$ cat src/hdl/aabb_ci_pkg.sv
package aabb_ci_pkg;

   localparam int unsigned COORD_WIDTH = 32;
   localparam int unsigned NUM_AXES    = 3;
   localparam int unsigned NUM_STAGES  = 4;

   typedef logic signed [COORD_WIDTH-1:0] coord_type;
   typedef logic signed [COORD_WIDTH:0]   wide_type;
   typedef logic        [COORD_WIDTH-1:0] depth_type;

   typedef enum logic [1:0] {
      AXIS_X = 2'd0,
      AXIS_Y = 2'd1,
      AXIS_Z = 2'd2
   } axis_code_type;

   // per-stage load enables
   typedef struct packed {
      logic s1;
      logic s2;
      logic s3;
      logic s4;
   } adv_type;

   typedef struct packed {
      logic      hit;
      wide_type  pen;
      logic      neg;
      coord_type center;
      coord_type low;
      coord_type high;
   } axis_res_type;

   typedef struct packed {
      logic          overlapping;
      axis_code_type normal_axis;
      logic          normal_negative;
      depth_type     depth;
      coord_type     contact_x;
      coord_type     contact_y;
      coord_type     contact_z;
   } result_type;

endpackage

$ cat src/hdl/aabb_ci_if.sv
interface aabb_ci_req_if;
   logic                  valid;
   logic                  ready;
   aabb_ci_pkg::coord_type a_low_x;
   aabb_ci_pkg::coord_type a_low_y;
   aabb_ci_pkg::coord_type a_low_z;
   aabb_ci_pkg::coord_type a_high_x;
   aabb_ci_pkg::coord_type a_high_y;
   aabb_ci_pkg::coord_type a_high_z;
   aabb_ci_pkg::coord_type b_low_x;
   aabb_ci_pkg::coord_type b_low_y;
   aabb_ci_pkg::coord_type b_low_z;
   aabb_ci_pkg::coord_type b_high_x;
   aabb_ci_pkg::coord_type b_high_y;
   aabb_ci_pkg::coord_type b_high_z;

   modport source (
      output valid, a_low_x, a_low_y, a_low_z, a_high_x, a_high_y, a_high_z,
             b_low_x, b_low_y, b_low_z, b_high_x, b_high_y, b_high_z,
      input  ready
   );
   modport sink (
      input  valid, a_low_x, a_low_y, a_low_z, a_high_x, a_high_y, a_high_z,
             b_low_x, b_low_y, b_low_z, b_high_x, b_high_y, b_high_z,
      output ready
   );
endinterface

interface aabb_ci_rsp_if;
   logic                   valid;
   logic                   ready;
   logic                   overlapping;
   logic [1:0]             normal_axis;
   logic                   normal_negative;
   aabb_ci_pkg::depth_type depth;
   aabb_ci_pkg::coord_type contact_x;
   aabb_ci_pkg::coord_type contact_y;
   aabb_ci_pkg::coord_type contact_z;

   modport source (
      output valid, overlapping, normal_axis, normal_negative, depth,
             contact_x, contact_y, contact_z,
      input  ready
   );
   modport sink (
      input  valid, overlapping, normal_axis, normal_negative, depth,
             contact_x, contact_y, contact_z,
      output ready
   );
endinterface

$ cat src/hdl/aabb_ci_axis.sv
module aabb_ci_axis (
   input  logic                      clock,
   input  aabb_ci_pkg::adv_type      adv,
   input  aabb_ci_pkg::coord_type    a_low,
   input  aabb_ci_pkg::coord_type    a_high,
   input  aabb_ci_pkg::coord_type    b_low,
   input  aabb_ci_pkg::coord_type    b_high,
   output aabb_ci_pkg::axis_res_type res
);

   logic                      hit_ff, hit_in;
   aabb_ci_pkg::coord_type    up_ff, up_in;
   aabb_ci_pkg::coord_type    dn_ff, dn_in;
   aabb_ci_pkg::coord_type    alo_ff, ahi_ff;
   aabb_ci_pkg::wide_type     sa_ff, sa_in;
   aabb_ci_pkg::wide_type     sb_ff, sb_in;
   aabb_ci_pkg::axis_res_type res_ff, res_in;

   // stage 1: overlap test, min/max, center sums
   always_comb begin
      hit_in = (a_high > b_low) && (a_low < b_high);
      up_in  = (a_high < b_high) ? a_high : b_high;
      dn_in  = (a_low > b_low) ? a_low : b_low;
      sa_in  = aabb_ci_pkg::wide_type'(a_low) + aabb_ci_pkg::wide_type'(a_high);
      sb_in  = aabb_ci_pkg::wide_type'(b_low) + aabb_ci_pkg::wide_type'(b_high);
   end

   always_ff @(posedge clock) begin
      if (adv.s1) begin
         hit_ff <= hit_in;
         up_ff  <= up_in;
         dn_ff  <= dn_in;
         sa_ff  <= sa_in;
         sb_ff  <= sb_in;
         alo_ff <= a_low;
         ahi_ff <= a_high;
      end
   end

   // stage 2: overlap width, normal sign, floor center
   always_comb begin
      res_in.hit    = hit_ff;
      res_in.pen    = aabb_ci_pkg::wide_type'(up_ff) - aabb_ci_pkg::wide_type'(dn_ff);
      res_in.neg    = sb_ff < sa_ff;
      res_in.center = aabb_ci_pkg::coord_type'(sa_ff[aabb_ci_pkg::COORD_WIDTH:1]);
      res_in.low    = alo_ff;
      res_in.high   = ahi_ff;
   end

   always_ff @(posedge clock) begin
      if (adv.s2) begin
         res_ff <= res_in;
      end
   end

   assign res = res_ff;

endmodule

$ cat src/hdl/aabb_ci_resolve.sv
module aabb_ci_resolve (
   input  logic                      clock,
   input  aabb_ci_pkg::adv_type      adv,
   input  aabb_ci_pkg::axis_res_type ax [aabb_ci_pkg::NUM_AXES],
   output aabb_ci_pkg::result_type   res
);

   logic                       hit_ff, hit_in;
   aabb_ci_pkg::axis_code_type sel_ff, sel_in;
   logic                       neg_ff, neg_in;
   aabb_ci_pkg::depth_type     depth_ff, depth_in;
   aabb_ci_pkg::coord_type     base_ff, base_in;
   aabb_ci_pkg::coord_type     center_ff [aabb_ci_pkg::NUM_AXES];
   aabb_ci_pkg::result_type    res_ff, res_in;

   // stage 3: least penetration axis, x before y before z on ties
   always_comb begin
      aabb_ci_pkg::wide_type     best;
      aabb_ci_pkg::axis_res_type pick;
      hit_in = 1'b1;
      for (int i = 0; i < aabb_ci_pkg::NUM_AXES; i++) begin
         hit_in = hit_in & ax[i].hit;
      end
      sel_in = aabb_ci_pkg::AXIS_X;
      best   = ax[0].pen;
      if (ax[1].pen < best) begin
         sel_in = aabb_ci_pkg::AXIS_Y;
         best   = ax[1].pen;
      end
      if (ax[2].pen < best) begin
         sel_in = aabb_ci_pkg::AXIS_Z;
      end
      case (sel_in)
         aabb_ci_pkg::AXIS_X: pick = ax[0];
         aabb_ci_pkg::AXIS_Y: pick = ax[1];
         aabb_ci_pkg::AXIS_Z: pick = ax[2];
         default:             pick = ax[0];
      endcase
      depth_in = pick.pen[aabb_ci_pkg::COORD_WIDTH-1:0];
      neg_in   = pick.neg;
      base_in  = pick.neg ? pick.low : pick.high;
   end

   always_ff @(posedge clock) begin
      if (adv.s3) begin
         hit_ff   <= hit_in;
         sel_ff   <= sel_in;
         neg_ff   <= neg_in;
         depth_ff <= depth_in;
         base_ff  <= base_in;
         for (int i = 0; i < aabb_ci_pkg::NUM_AXES; i++) begin
            center_ff[i] <= ax[i].center;
         end
      end
   end

   // stage 4: face minus depth on the normal axis (plus depth for a negative normal), center elsewhere
   always_comb begin
      aabb_ci_pkg::coord_type face;
      aabb_ci_pkg::coord_type pt [aabb_ci_pkg::NUM_AXES];
      face = neg_ff ? base_ff + aabb_ci_pkg::coord_type'(depth_ff)
                    : base_ff - aabb_ci_pkg::coord_type'(depth_ff);
      for (int i = 0; i < aabb_ci_pkg::NUM_AXES; i++) begin
         pt[i] = (sel_ff == aabb_ci_pkg::axis_code_type'(i)) ? face : center_ff[i];
      end
      if (hit_ff) begin
         res_in.overlapping     = 1'b1;
         res_in.normal_axis     = sel_ff;
         res_in.normal_negative = neg_ff;
         res_in.depth           = depth_ff;
         res_in.contact_x       = pt[0];
         res_in.contact_y       = pt[1];
         res_in.contact_z       = pt[2];
      end else begin
         res_in.overlapping     = 1'b0;
         res_in.normal_axis     = aabb_ci_pkg::AXIS_X;
         res_in.normal_negative = 1'b0;
         res_in.depth           = '0;
         res_in.contact_x       = '0;
         res_in.contact_y       = '0;
         res_in.contact_z       = '0;
      end
   end

   always_ff @(posedge clock) begin
      if (adv.s4) begin
         res_ff <= res_in;
      end
   end

   assign res = res_ff;

endmodule

$ cat src/hdl/aabb_contact_info.sv
// Box pair contact engine. Each req word carries two axis-aligned boxes in
// signed Q16.16; each rsp word reports strict overlap, the least-penetration
// axis (ties go x, y, z), the normal sign, the depth and the contact point,
// or all zeros when the boxes do not overlap. One word in, one word out. The
// datapath is four register stages with the last one as the output register,
// and a new word is taken every cycle while req ready is high. Back-pressure on
// rsp stalls only the stages that hold words; empty stages keep filling, so req
// ready drops only when all four stages are occupied and rsp is not ready.
module aabb_contact_info (
   input  logic                 clock,
   input  logic                 reset,
   aabb_ci_req_if.sink          req_in,
   aabb_ci_rsp_if.source        rsp_out
);

   localparam int unsigned LAST = aabb_ci_pkg::NUM_STAGES - 1;

   logic [aabb_ci_pkg::NUM_STAGES-1:0] v_ff, v_in, go;
   aabb_ci_pkg::adv_type               adv;
   aabb_ci_pkg::axis_res_type          ax [aabb_ci_pkg::NUM_AXES];
   aabb_ci_pkg::result_type            res;

   always_comb begin
      go[LAST] = !v_ff[LAST] || rsp_out.ready;
      for (int k = LAST - 1; k >= 0; k--) begin
         go[k] = !v_ff[k] || go[k+1];
      end
      v_in[0] = go[0] ? req_in.valid : v_ff[0];
      for (int k = 1; k <= LAST; k++) begin
         v_in[k] = go[k] ? v_ff[k-1] : v_ff[k];
      end
   end

   always_ff @(posedge clock) begin
      if (reset) begin
         v_ff <= '0;
      end else begin
         v_ff <= v_in;
      end
   end

   assign adv.s1 = go[0];
   assign adv.s2 = go[1];
   assign adv.s3 = go[2];
   assign adv.s4 = go[3];

   aabb_ci_axis u_axis_x (
      .clock  (clock),
      .adv    (adv),
      .a_low  (req_in.a_low_x),
      .a_high (req_in.a_high_x),
      .b_low  (req_in.b_low_x),
      .b_high (req_in.b_high_x),
      .res    (ax[0])
   );

   aabb_ci_axis u_axis_y (
      .clock  (clock),
      .adv    (adv),
      .a_low  (req_in.a_low_y),
      .a_high (req_in.a_high_y),
      .b_low  (req_in.b_low_y),
      .b_high (req_in.b_high_y),
      .res    (ax[1])
   );

   aabb_ci_axis u_axis_z (
      .clock  (clock),
      .adv    (adv),
      .a_low  (req_in.a_low_z),
      .a_high (req_in.a_high_z),
      .b_low  (req_in.b_low_z),
      .b_high (req_in.b_high_z),
      .res    (ax[2])
   );

   aabb_ci_resolve u_resolve (
      .clock (clock),
      .adv   (adv),
      .ax    (ax),
      .res   (res)
   );

   assign req_in.ready            = go[0];
   assign rsp_out.valid           = v_ff[LAST];
   assign rsp_out.overlapping     = res.overlapping;
   assign rsp_out.normal_axis     = res.normal_axis;
   assign rsp_out.normal_negative = res.normal_negative;
   assign rsp_out.depth           = res.depth;
   assign rsp_out.contact_x       = res.contact_x;
   assign rsp_out.contact_y       = res.contact_y;
   assign rsp_out.contact_z       = res.contact_z;

   // req stalls only with a full pipe
   a_stall_full: assert property (@(posedge clock) disable iff (reset)
      !req_in.ready |-> (&v_ff))
      else $error("req stalled with an empty stage");

   // a miss reports all zeros
   a_miss_zero: assert property (@(posedge clock) disable iff (reset)
      rsp_out.valid && !rsp_out.overlapping |->
         rsp_out.depth == '0 && rsp_out.contact_x == '0 &&
         rsp_out.contact_y == '0 && rsp_out.contact_z == '0 &&
         !rsp_out.normal_negative && rsp_out.normal_axis == aabb_ci_pkg::AXIS_X)
      else $error("non-overlap word with nonzero fields");

   // last word taken with nothing behind it leaves rsp empty
   a_drain: assert property (@(posedge clock) disable iff (reset)
      v_ff[LAST] && rsp_out.ready && !v_ff[LAST-1] |=> !rsp_out.valid)
      else $error("rsp word repeated after drain");

endmodule
$ cat src/flat_wrapper.sv
// flat-port wrapper written by rule: the top's interface ports become plain ports
module aabb_contact_info_flat 
  (clock, reset, req_in_valid, req_in_a_low_x, req_in_a_low_y, req_in_a_low_z, req_in_a_high_x, req_in_a_high_y, req_in_a_high_z, req_in_b_low_x, req_in_b_low_y, req_in_b_low_z, req_in_b_high_x, req_in_b_high_y, req_in_b_high_z, req_in_ready, rsp_out_valid, rsp_out_overlapping, rsp_out_normal_axis, rsp_out_normal_negative, rsp_out_depth, rsp_out_contact_x, rsp_out_contact_y, rsp_out_contact_z, rsp_out_ready);
  aabb_ci_req_if req_in_i ();
  aabb_ci_rsp_if rsp_out_i ();
  input  logic clock;
  input  logic reset;
  input wire logic [$bits(req_in_i.valid)-1:0] req_in_valid;
  input wire logic [$bits(req_in_i.a_low_x)-1:0] req_in_a_low_x;
  input wire logic [$bits(req_in_i.a_low_y)-1:0] req_in_a_low_y;
  input wire logic [$bits(req_in_i.a_low_z)-1:0] req_in_a_low_z;
  input wire logic [$bits(req_in_i.a_high_x)-1:0] req_in_a_high_x;
  input wire logic [$bits(req_in_i.a_high_y)-1:0] req_in_a_high_y;
  input wire logic [$bits(req_in_i.a_high_z)-1:0] req_in_a_high_z;
  input wire logic [$bits(req_in_i.b_low_x)-1:0] req_in_b_low_x;
  input wire logic [$bits(req_in_i.b_low_y)-1:0] req_in_b_low_y;
  input wire logic [$bits(req_in_i.b_low_z)-1:0] req_in_b_low_z;
  input wire logic [$bits(req_in_i.b_high_x)-1:0] req_in_b_high_x;
  input wire logic [$bits(req_in_i.b_high_y)-1:0] req_in_b_high_y;
  input wire logic [$bits(req_in_i.b_high_z)-1:0] req_in_b_high_z;
  output wire logic [$bits(req_in_i.ready)-1:0] req_in_ready;
  output wire logic [$bits(rsp_out_i.valid)-1:0] rsp_out_valid;
  output wire logic [$bits(rsp_out_i.overlapping)-1:0] rsp_out_overlapping;
  output wire logic [$bits(rsp_out_i.normal_axis)-1:0] rsp_out_normal_axis;
  output wire logic [$bits(rsp_out_i.normal_negative)-1:0] rsp_out_normal_negative;
  output wire logic [$bits(rsp_out_i.depth)-1:0] rsp_out_depth;
  output wire logic [$bits(rsp_out_i.contact_x)-1:0] rsp_out_contact_x;
  output wire logic [$bits(rsp_out_i.contact_y)-1:0] rsp_out_contact_y;
  output wire logic [$bits(rsp_out_i.contact_z)-1:0] rsp_out_contact_z;
  input wire logic [$bits(rsp_out_i.ready)-1:0] rsp_out_ready;
  assign req_in_i.valid = req_in_valid;
  assign req_in_i.a_low_x = req_in_a_low_x;
  assign req_in_i.a_low_y = req_in_a_low_y;
  assign req_in_i.a_low_z = req_in_a_low_z;
  assign req_in_i.a_high_x = req_in_a_high_x;
  assign req_in_i.a_high_y = req_in_a_high_y;
  assign req_in_i.a_high_z = req_in_a_high_z;
  assign req_in_i.b_low_x = req_in_b_low_x;
  assign req_in_i.b_low_y = req_in_b_low_y;
  assign req_in_i.b_low_z = req_in_b_low_z;
  assign req_in_i.b_high_x = req_in_b_high_x;
  assign req_in_i.b_high_y = req_in_b_high_y;
  assign req_in_i.b_high_z = req_in_b_high_z;
  assign req_in_ready = req_in_i.ready;
  assign rsp_out_valid = rsp_out_i.valid;
  assign rsp_out_overlapping = rsp_out_i.overlapping;
  assign rsp_out_normal_axis = rsp_out_i.normal_axis;
  assign rsp_out_normal_negative = rsp_out_i.normal_negative;
  assign rsp_out_depth = rsp_out_i.depth;
  assign rsp_out_contact_x = rsp_out_i.contact_x;
  assign rsp_out_contact_y = rsp_out_i.contact_y;
  assign rsp_out_contact_z = rsp_out_i.contact_z;
  assign rsp_out_i.ready = rsp_out_ready;
  aabb_contact_info u_core (.clock(clock), .reset(reset), .req_in(req_in_i), .rsp_out(rsp_out_i));
endmodule
$ cat config.mk
export PLATFORM = sky130hd
export DESIGN_NAME = aabb_contact_info_flat
export DESIGN_NICKNAME = d
export VERILOG_FILES = /design/src/hdl/aabb_ci_pkg.sv /design/src/hdl/aabb_ci_if.sv /design/src/hdl/aabb_ci_axis.sv /design/src/hdl/aabb_ci_resolve.sv /design/src/hdl/aabb_contact_info.sv /design/src/flat_wrapper.sv
export SDC_FILE = /design/constraint.sdc
export NUM_CORES = 2
export LEC_CHECK = 0
export ABC_AREA = 1
export BUFFER_PORTS_ARGS = -buffer_cell sky130_fd_sc_hd__clkbuf_2
export CAP_MARGIN = 40
export CORE_ASPECT_RATIO = 0.9
export CORE_MARGIN = 5
export CORE_UTILIZATION = 45
export DETAILED_ROUTE_END_ITERATION = 12
export GPL_TIMING_DRIVEN = 0
export PLACE_DENSITY_LB_ADDON = 0.08
export SLEW_MARGIN = 15
export SYNTH_ARGS = -nofsm -noshare
export SYNTH_HDL_FRONTEND = slang
export SYNTH_SLANG_ARGS = --single-unit
$ cat constraint.sdc
create_clock -name clock -period 85.7 [get_ports clock]
set_input_delay 17.14 -clock clock [delete_from_list [all_inputs] [get_ports clock]]
set_output_delay 17.14 -clock clock [all_outputs]
set_load 0.02 [all_outputs]
# Word level (Yosys, flattened, before mapping)
# Memory sizes are Yosys's and may differ from the RTL's.
# Index checks and enable logic that the tools add are counted.
# word_totals
register_bits	1182
mem_bits_rw	96
inputBits	388
output_inout_bits	134
elab_cells	120
n_memories	1
# classes
n_addsub	11
magnitude_cmp	17
eq_ne	4
muxes	18
bitwise	2
n_reduce_logical	12
# memory_table
name	depth	width	read_ports	rd_ports_with_merged_regs	wr	line	rtl
u_core.u_resolve.center_ff	3	32	3	0	3	aabb_ci_resolve.sv:13	aabb_ci_pkg::coord_type center_ff [aabb_ci_pkg::NUM_AXES];
# op_table
op	n
32-bit 2-to-1 mux	11
129-bit case mux with 2 select lines	1
32-bit by 32-bit adder with 33-bit output	6
32-bit > comparator	6
32-bit less-than comparator	6
33-bit less-than comparator	5
132-bit 2-to-1 mux	1
32-bit by 32-bit subtractor with 33-bit output	3
33-bit 2-to-1 mux	1
32-bit adder	1
32-bit subtractor	1
2-bit by 1-bit equality test with 1-bit output (second input constant)	2
2-bit equality test (second input constant)	2
1-bit zero test	4
1-bit logical OR	4
1-bit logical AND	3
1-bit 2-to-1 mux	3
1-bit AND	2
2-bit zero test	1
2-bit 2-to-1 mux	1

# Logic depth before layout (Yosys ltp)
# depth
depth_word	7
depth_mapped	35
ltp_nobuf	31

# Hierarchy
# A second synthesis with hierarchy kept.
# unflattened
hier_cells	8371
area_unflattened_um2	78659.2
# modules_own_cells
mod	n_inst	cells_per_inst	area_each_um2	seq_area_each_um2
aabb_ci_axis at u_core.u_axis_y ...	2	2126	20384.6	9789.4
aabb_ci_axis at u_core.u_axis_x	1	2130	20282.0	9789.4
aabb_ci_resolve	1	1971	17449.2	8888.5
aabb_contact_info	1	18	158.9	80.1

# Worst setup path before layout
# Ideal clock, no wire load.
# synth_timing
path_kind	in2out
start	input port rsp_out_ready
end	output port req_in_ready
arrival_ns	35.708
required_time_ns	68.560
setup_slack_ns	32.852
path_stages	6
n_path_buf	0
cell_sequence	nor2_1 > inv_1 > nor2_1 > inv_1 > nor2_1 > nand2_1
# synth_rtl
item	line	rtl
start, declared	flat_wrapper.sv:30	input wire logic [$bits(rsp_out_i.ready)-1:0] rsp_out_ready;
end, declared	flat_wrapper.sv:21	output wire logic [$bits(req_in_i.ready)-1:0] req_in_ready;

==> results.md <==
* Status: finished clean
* Global route overflow at 0
* GPL Wtd Cong at 0.962
* Clk sinks at 1,278
* Chip width at 440 um
* CTS tree: done
* Sequential share of the synthesized area at 51.1%
* Seq pwr share at between 20 and 30%
* Primary FF master, synth: edfxtp_1
* Post-Syn Area at approximately 75,000 um2
* R2R Setup Slk at about 80 ns
* Sequential Area at ~38,000 um2
* Critical Path Slowest Stage Cell: nor2_1
* FMAX at between 20 and 30 MHz
* PD cells at about 40 nW/um2
* Vias in the first global route at ~57,000
* Root Buffer: clkbuf_16
* Pins Over Slew Limit at 0
* Net count, final at between 9,000 and 10,000
* First-pass GRT wire length at approximately 400 mm
* Via/cell ratio at around 5.7
* Setup Fix Bufs, Post-CTS at 0
* Core box area at 166,000 um2
* Worst-Margin Slew at between 1 and 1.5 ns
* PostCTS Resize Cnt at 0
* Critical-path maximum fanout at 77
* Residual DRC at 0
* Largest net degree at the start of global routing at roughly 110
* Rel. slew slack at about 30%
* TritonRoute pass-1 iters at 6
* Synthesized Nets at approximately 8,700
* Fin Hold WS at 0.400 ns
* Number of max-cap violations at 0
* Crit end category: primary output
* Port Buffer Count at roughly 520
* CP arrival at about 20 ns
* CTS max path bufs at 3
* Die area at 175,000 um2
* Fillers at 15,124
* Layout cells sized above 1 at about a tenth
* Die height at 397 um
* Antenna viol nets, final at 0
* Post-Synthesis Cells at 7,450
* Logic gate share of total power at a little over half
* Sw Ratio at between 50% and 60%
* Syn. warnings at 0
* Multi-input combinational cell area at roughly 33,000 um2
* Total Routing Usage GR at between 30 and 40%
* Hold-fix buffers, CTS at 0
* H-Tree Depth at 4
* Post-synth ARST share at 0%
* Worst Path Buf+Inv at 7
* Critical path startpoint category: primary input
* Top Ports at 522
* Synth-to-Final Area Change at 14.3%
* Clk_skew at 0.0373 ns
* Routed len/inst at between 20 and 30 um
* Worst EP required at between 60 and 70 ns
* Initial Utilization at 45.1%
* Internal cell power at between 0.0015 and 0.002 W
* Total CTS buffers at 140
* Sum Neg Setup Slack at 0 ns
* EDFF count, synth at around 1,300
* CP Class: in -> out
* Leakage at slightly below 40 nW
* Clock latency on the worst-skew pair at 0.80 ns
* Drt total wl at slightly below 300 mm
* Final Setup Violations at 0
* Kind of cell adding the most delay to the critical path: buffers and inverters
* DR vias at about 60,000
* CP cell instances: clkbuf_2 > nor2_1 > inv_6 > nor2_1 > inv_8 > nor2_1 > nand2_4 > buf_12 > buf_16 > buf_16 > clkbuf_2
* Netlist cell types at between 40 and 50
* Synthesized flop and latch total at approximately 1,300
* Clock-pin transition on the worst setup and hold timing paths at 0.06 ns
* Antenna violations before repair at 33
* IR drop worst, VDD at approximately 50 uV
* HP Class: reg -> reg
* Switching power at approximately 0.0017 W
* Worst path max stage delay at around 0.48 ns
* Power share of the clock group at between 10% and 20%
* Endpoints failing hold at 0
* # rows at roughly 140
* Tcrit/Tclk final at 43.7%
* Iter 0 DRT Violations at ~6,200
* Critical Path Most Common Cell: nor2_1
* Hpwl dp at 241 mm
* Mean post-synth cell area at approximately 10 um2
* Tmin final at about 37 ns
* RSZ-0062 raised after global routing: false
-- cell families (layout without fill, tap and decap cells) --
group                      after synthesis  count (layout)  synth area share [%]
DFF                                   1278            1278                  51.1
muxes                                    1               1                0.0134
buffers and inverters                 1057            1873                  5.44
adders and majority gates              868             868                  14.6
xor gates and xnor gates               337             337                  3.94
other                                    0               8                     0
and+or+nand+nor                       2488            2488                  14.2
AOI/OAI and AO/OA                     1421            1421                  10.7
-- through the flow --
stage	total power, W	cell area (um2)	util [%]	worst slack, ns	std cells
4_1_cts	0.00334	85600	51.5	48.19	10491
5_1_grt	0.00354	85600	51.5	48.03	10498
3_3_place_gp	0.00270	80400	48.4	22.11	10203
2_1_floorplan	0.00188	75000	-	32.85	7450
6_report	0.00339	85600	51.6	48.26	10506
3_5_place_dp	0.00272	80900	48.7	48.19	10233
-- final cells by class --
cell class | count | share of cell area (%)
tap | 2232 | 3.26
inverter | 910 | 4.01
timing repair buffer | 558 | 3.72
clock buffer | 168 | 4.29
buffer | 147 | 0.774
multi-input combinational | 5115 | 38.0
sequential | 1278 | 44.8
clock inverter | 90 | 1.15
antenna | 8 | 0.0234
-- power by group through the flow --
stage	clock, W	combinational [W]	sequential [W]
after global routing	0.000647	0.00191	0.000976
after floorplan	0	0.000963	0.000919
final	0.000611	0.00181	0.000968
after detailed placement	0	0.00174	0.000978
after CTS	0.000620	0.00175	0.000966
after global placement	0	0.00172	0.000977
-- layout by cell type, fill, tap and decap left out, types with 17 or more instances in the layout --
master     Yosys  layout
a211oi_1      20      20
a21boi_0      20      20
a21oi_1      683     683
a221oi_1      27      27
a31oi_1       20      20
buf_2         17      30
buf_4         14      17
clkbuf_1      99     123
clkbuf_16      0     142
clkbuf_2       0     523
clkinv_1       1      26
clkinv_2       0      25
edfxtp_1    1274    1274
ha_1         858     858
inv_1        909     906
nand2_1     1137    1136
nand3_1      498     498
nand4_1      109     109
nor2_1       576     576
nor3_1        64      64
nor4_1        52      52
o2111ai_1     32      32
o211ai_1      36      36
o21a_1        87      87
o21ai_0      396     396
o21bai_1      32      32
o22ai_1       18      18
or2_2         23      23
xnor2_1      127     127
xor2_1       210     210
-- state kept, by name (all words and copies together), names as in the netlist, 96 cells and up --
signal,cells
u_core.u_axis_x.res,131
u_core.u_axis_y.res,131
u_core.u_axis_z.res,131
u_core.u_resolve.center_ff,96
u_core.u_resolve.res,132
-- routing by layer --
metal	vias to the layer above	global-route usage, %	wire length, um
met5	-	0	129
met4	18	9.84	9490
met3	389	6.72	26300
met2	2608	48.6	124000
met1	28813	47.4	129000
li1	27813	-	-
-- final timing paths --
kind,startpoint,cells past startpoint,endpoint
worst min-delay path,u_core.u_axis_x.alo_ff[7],0,u_core.u_axis_x.res[39]
worst min register to register,u_core.u_axis_x.alo_ff[7],0,u_core.u_axis_x.res[39]
worst max-delay path,rsp_out_ready,11,req_in_ready
worst max register to register,u_core.u_axis_y.res[129],25,u_core.u_resolve.depth_ff[2]
-- synth_stat cells (23+ instances only) --
library cell	instances	area [um2]
edfxtp_1	1274	38300
nand2_1	1137	4270
inv_1	909	3410
ha_1	858	10700
a21oi_1	683	3420
nor2_1	576	2160
nand3_1	498	2490
o21ai_0	396	1980
xor2_1	210	1840
xnor2_1	127	1110
nand4_1	109	682
clkbuf_1	99	372
o21a_1	87	653
nor3_1	64	320
nor4_1	52	325
o211ai_1	36	270
o2111ai_1	32	280
o21bai_1	32	240
a221oi_1	27	236
or2_2	23	144
Power figures use the tool's default switching activity.
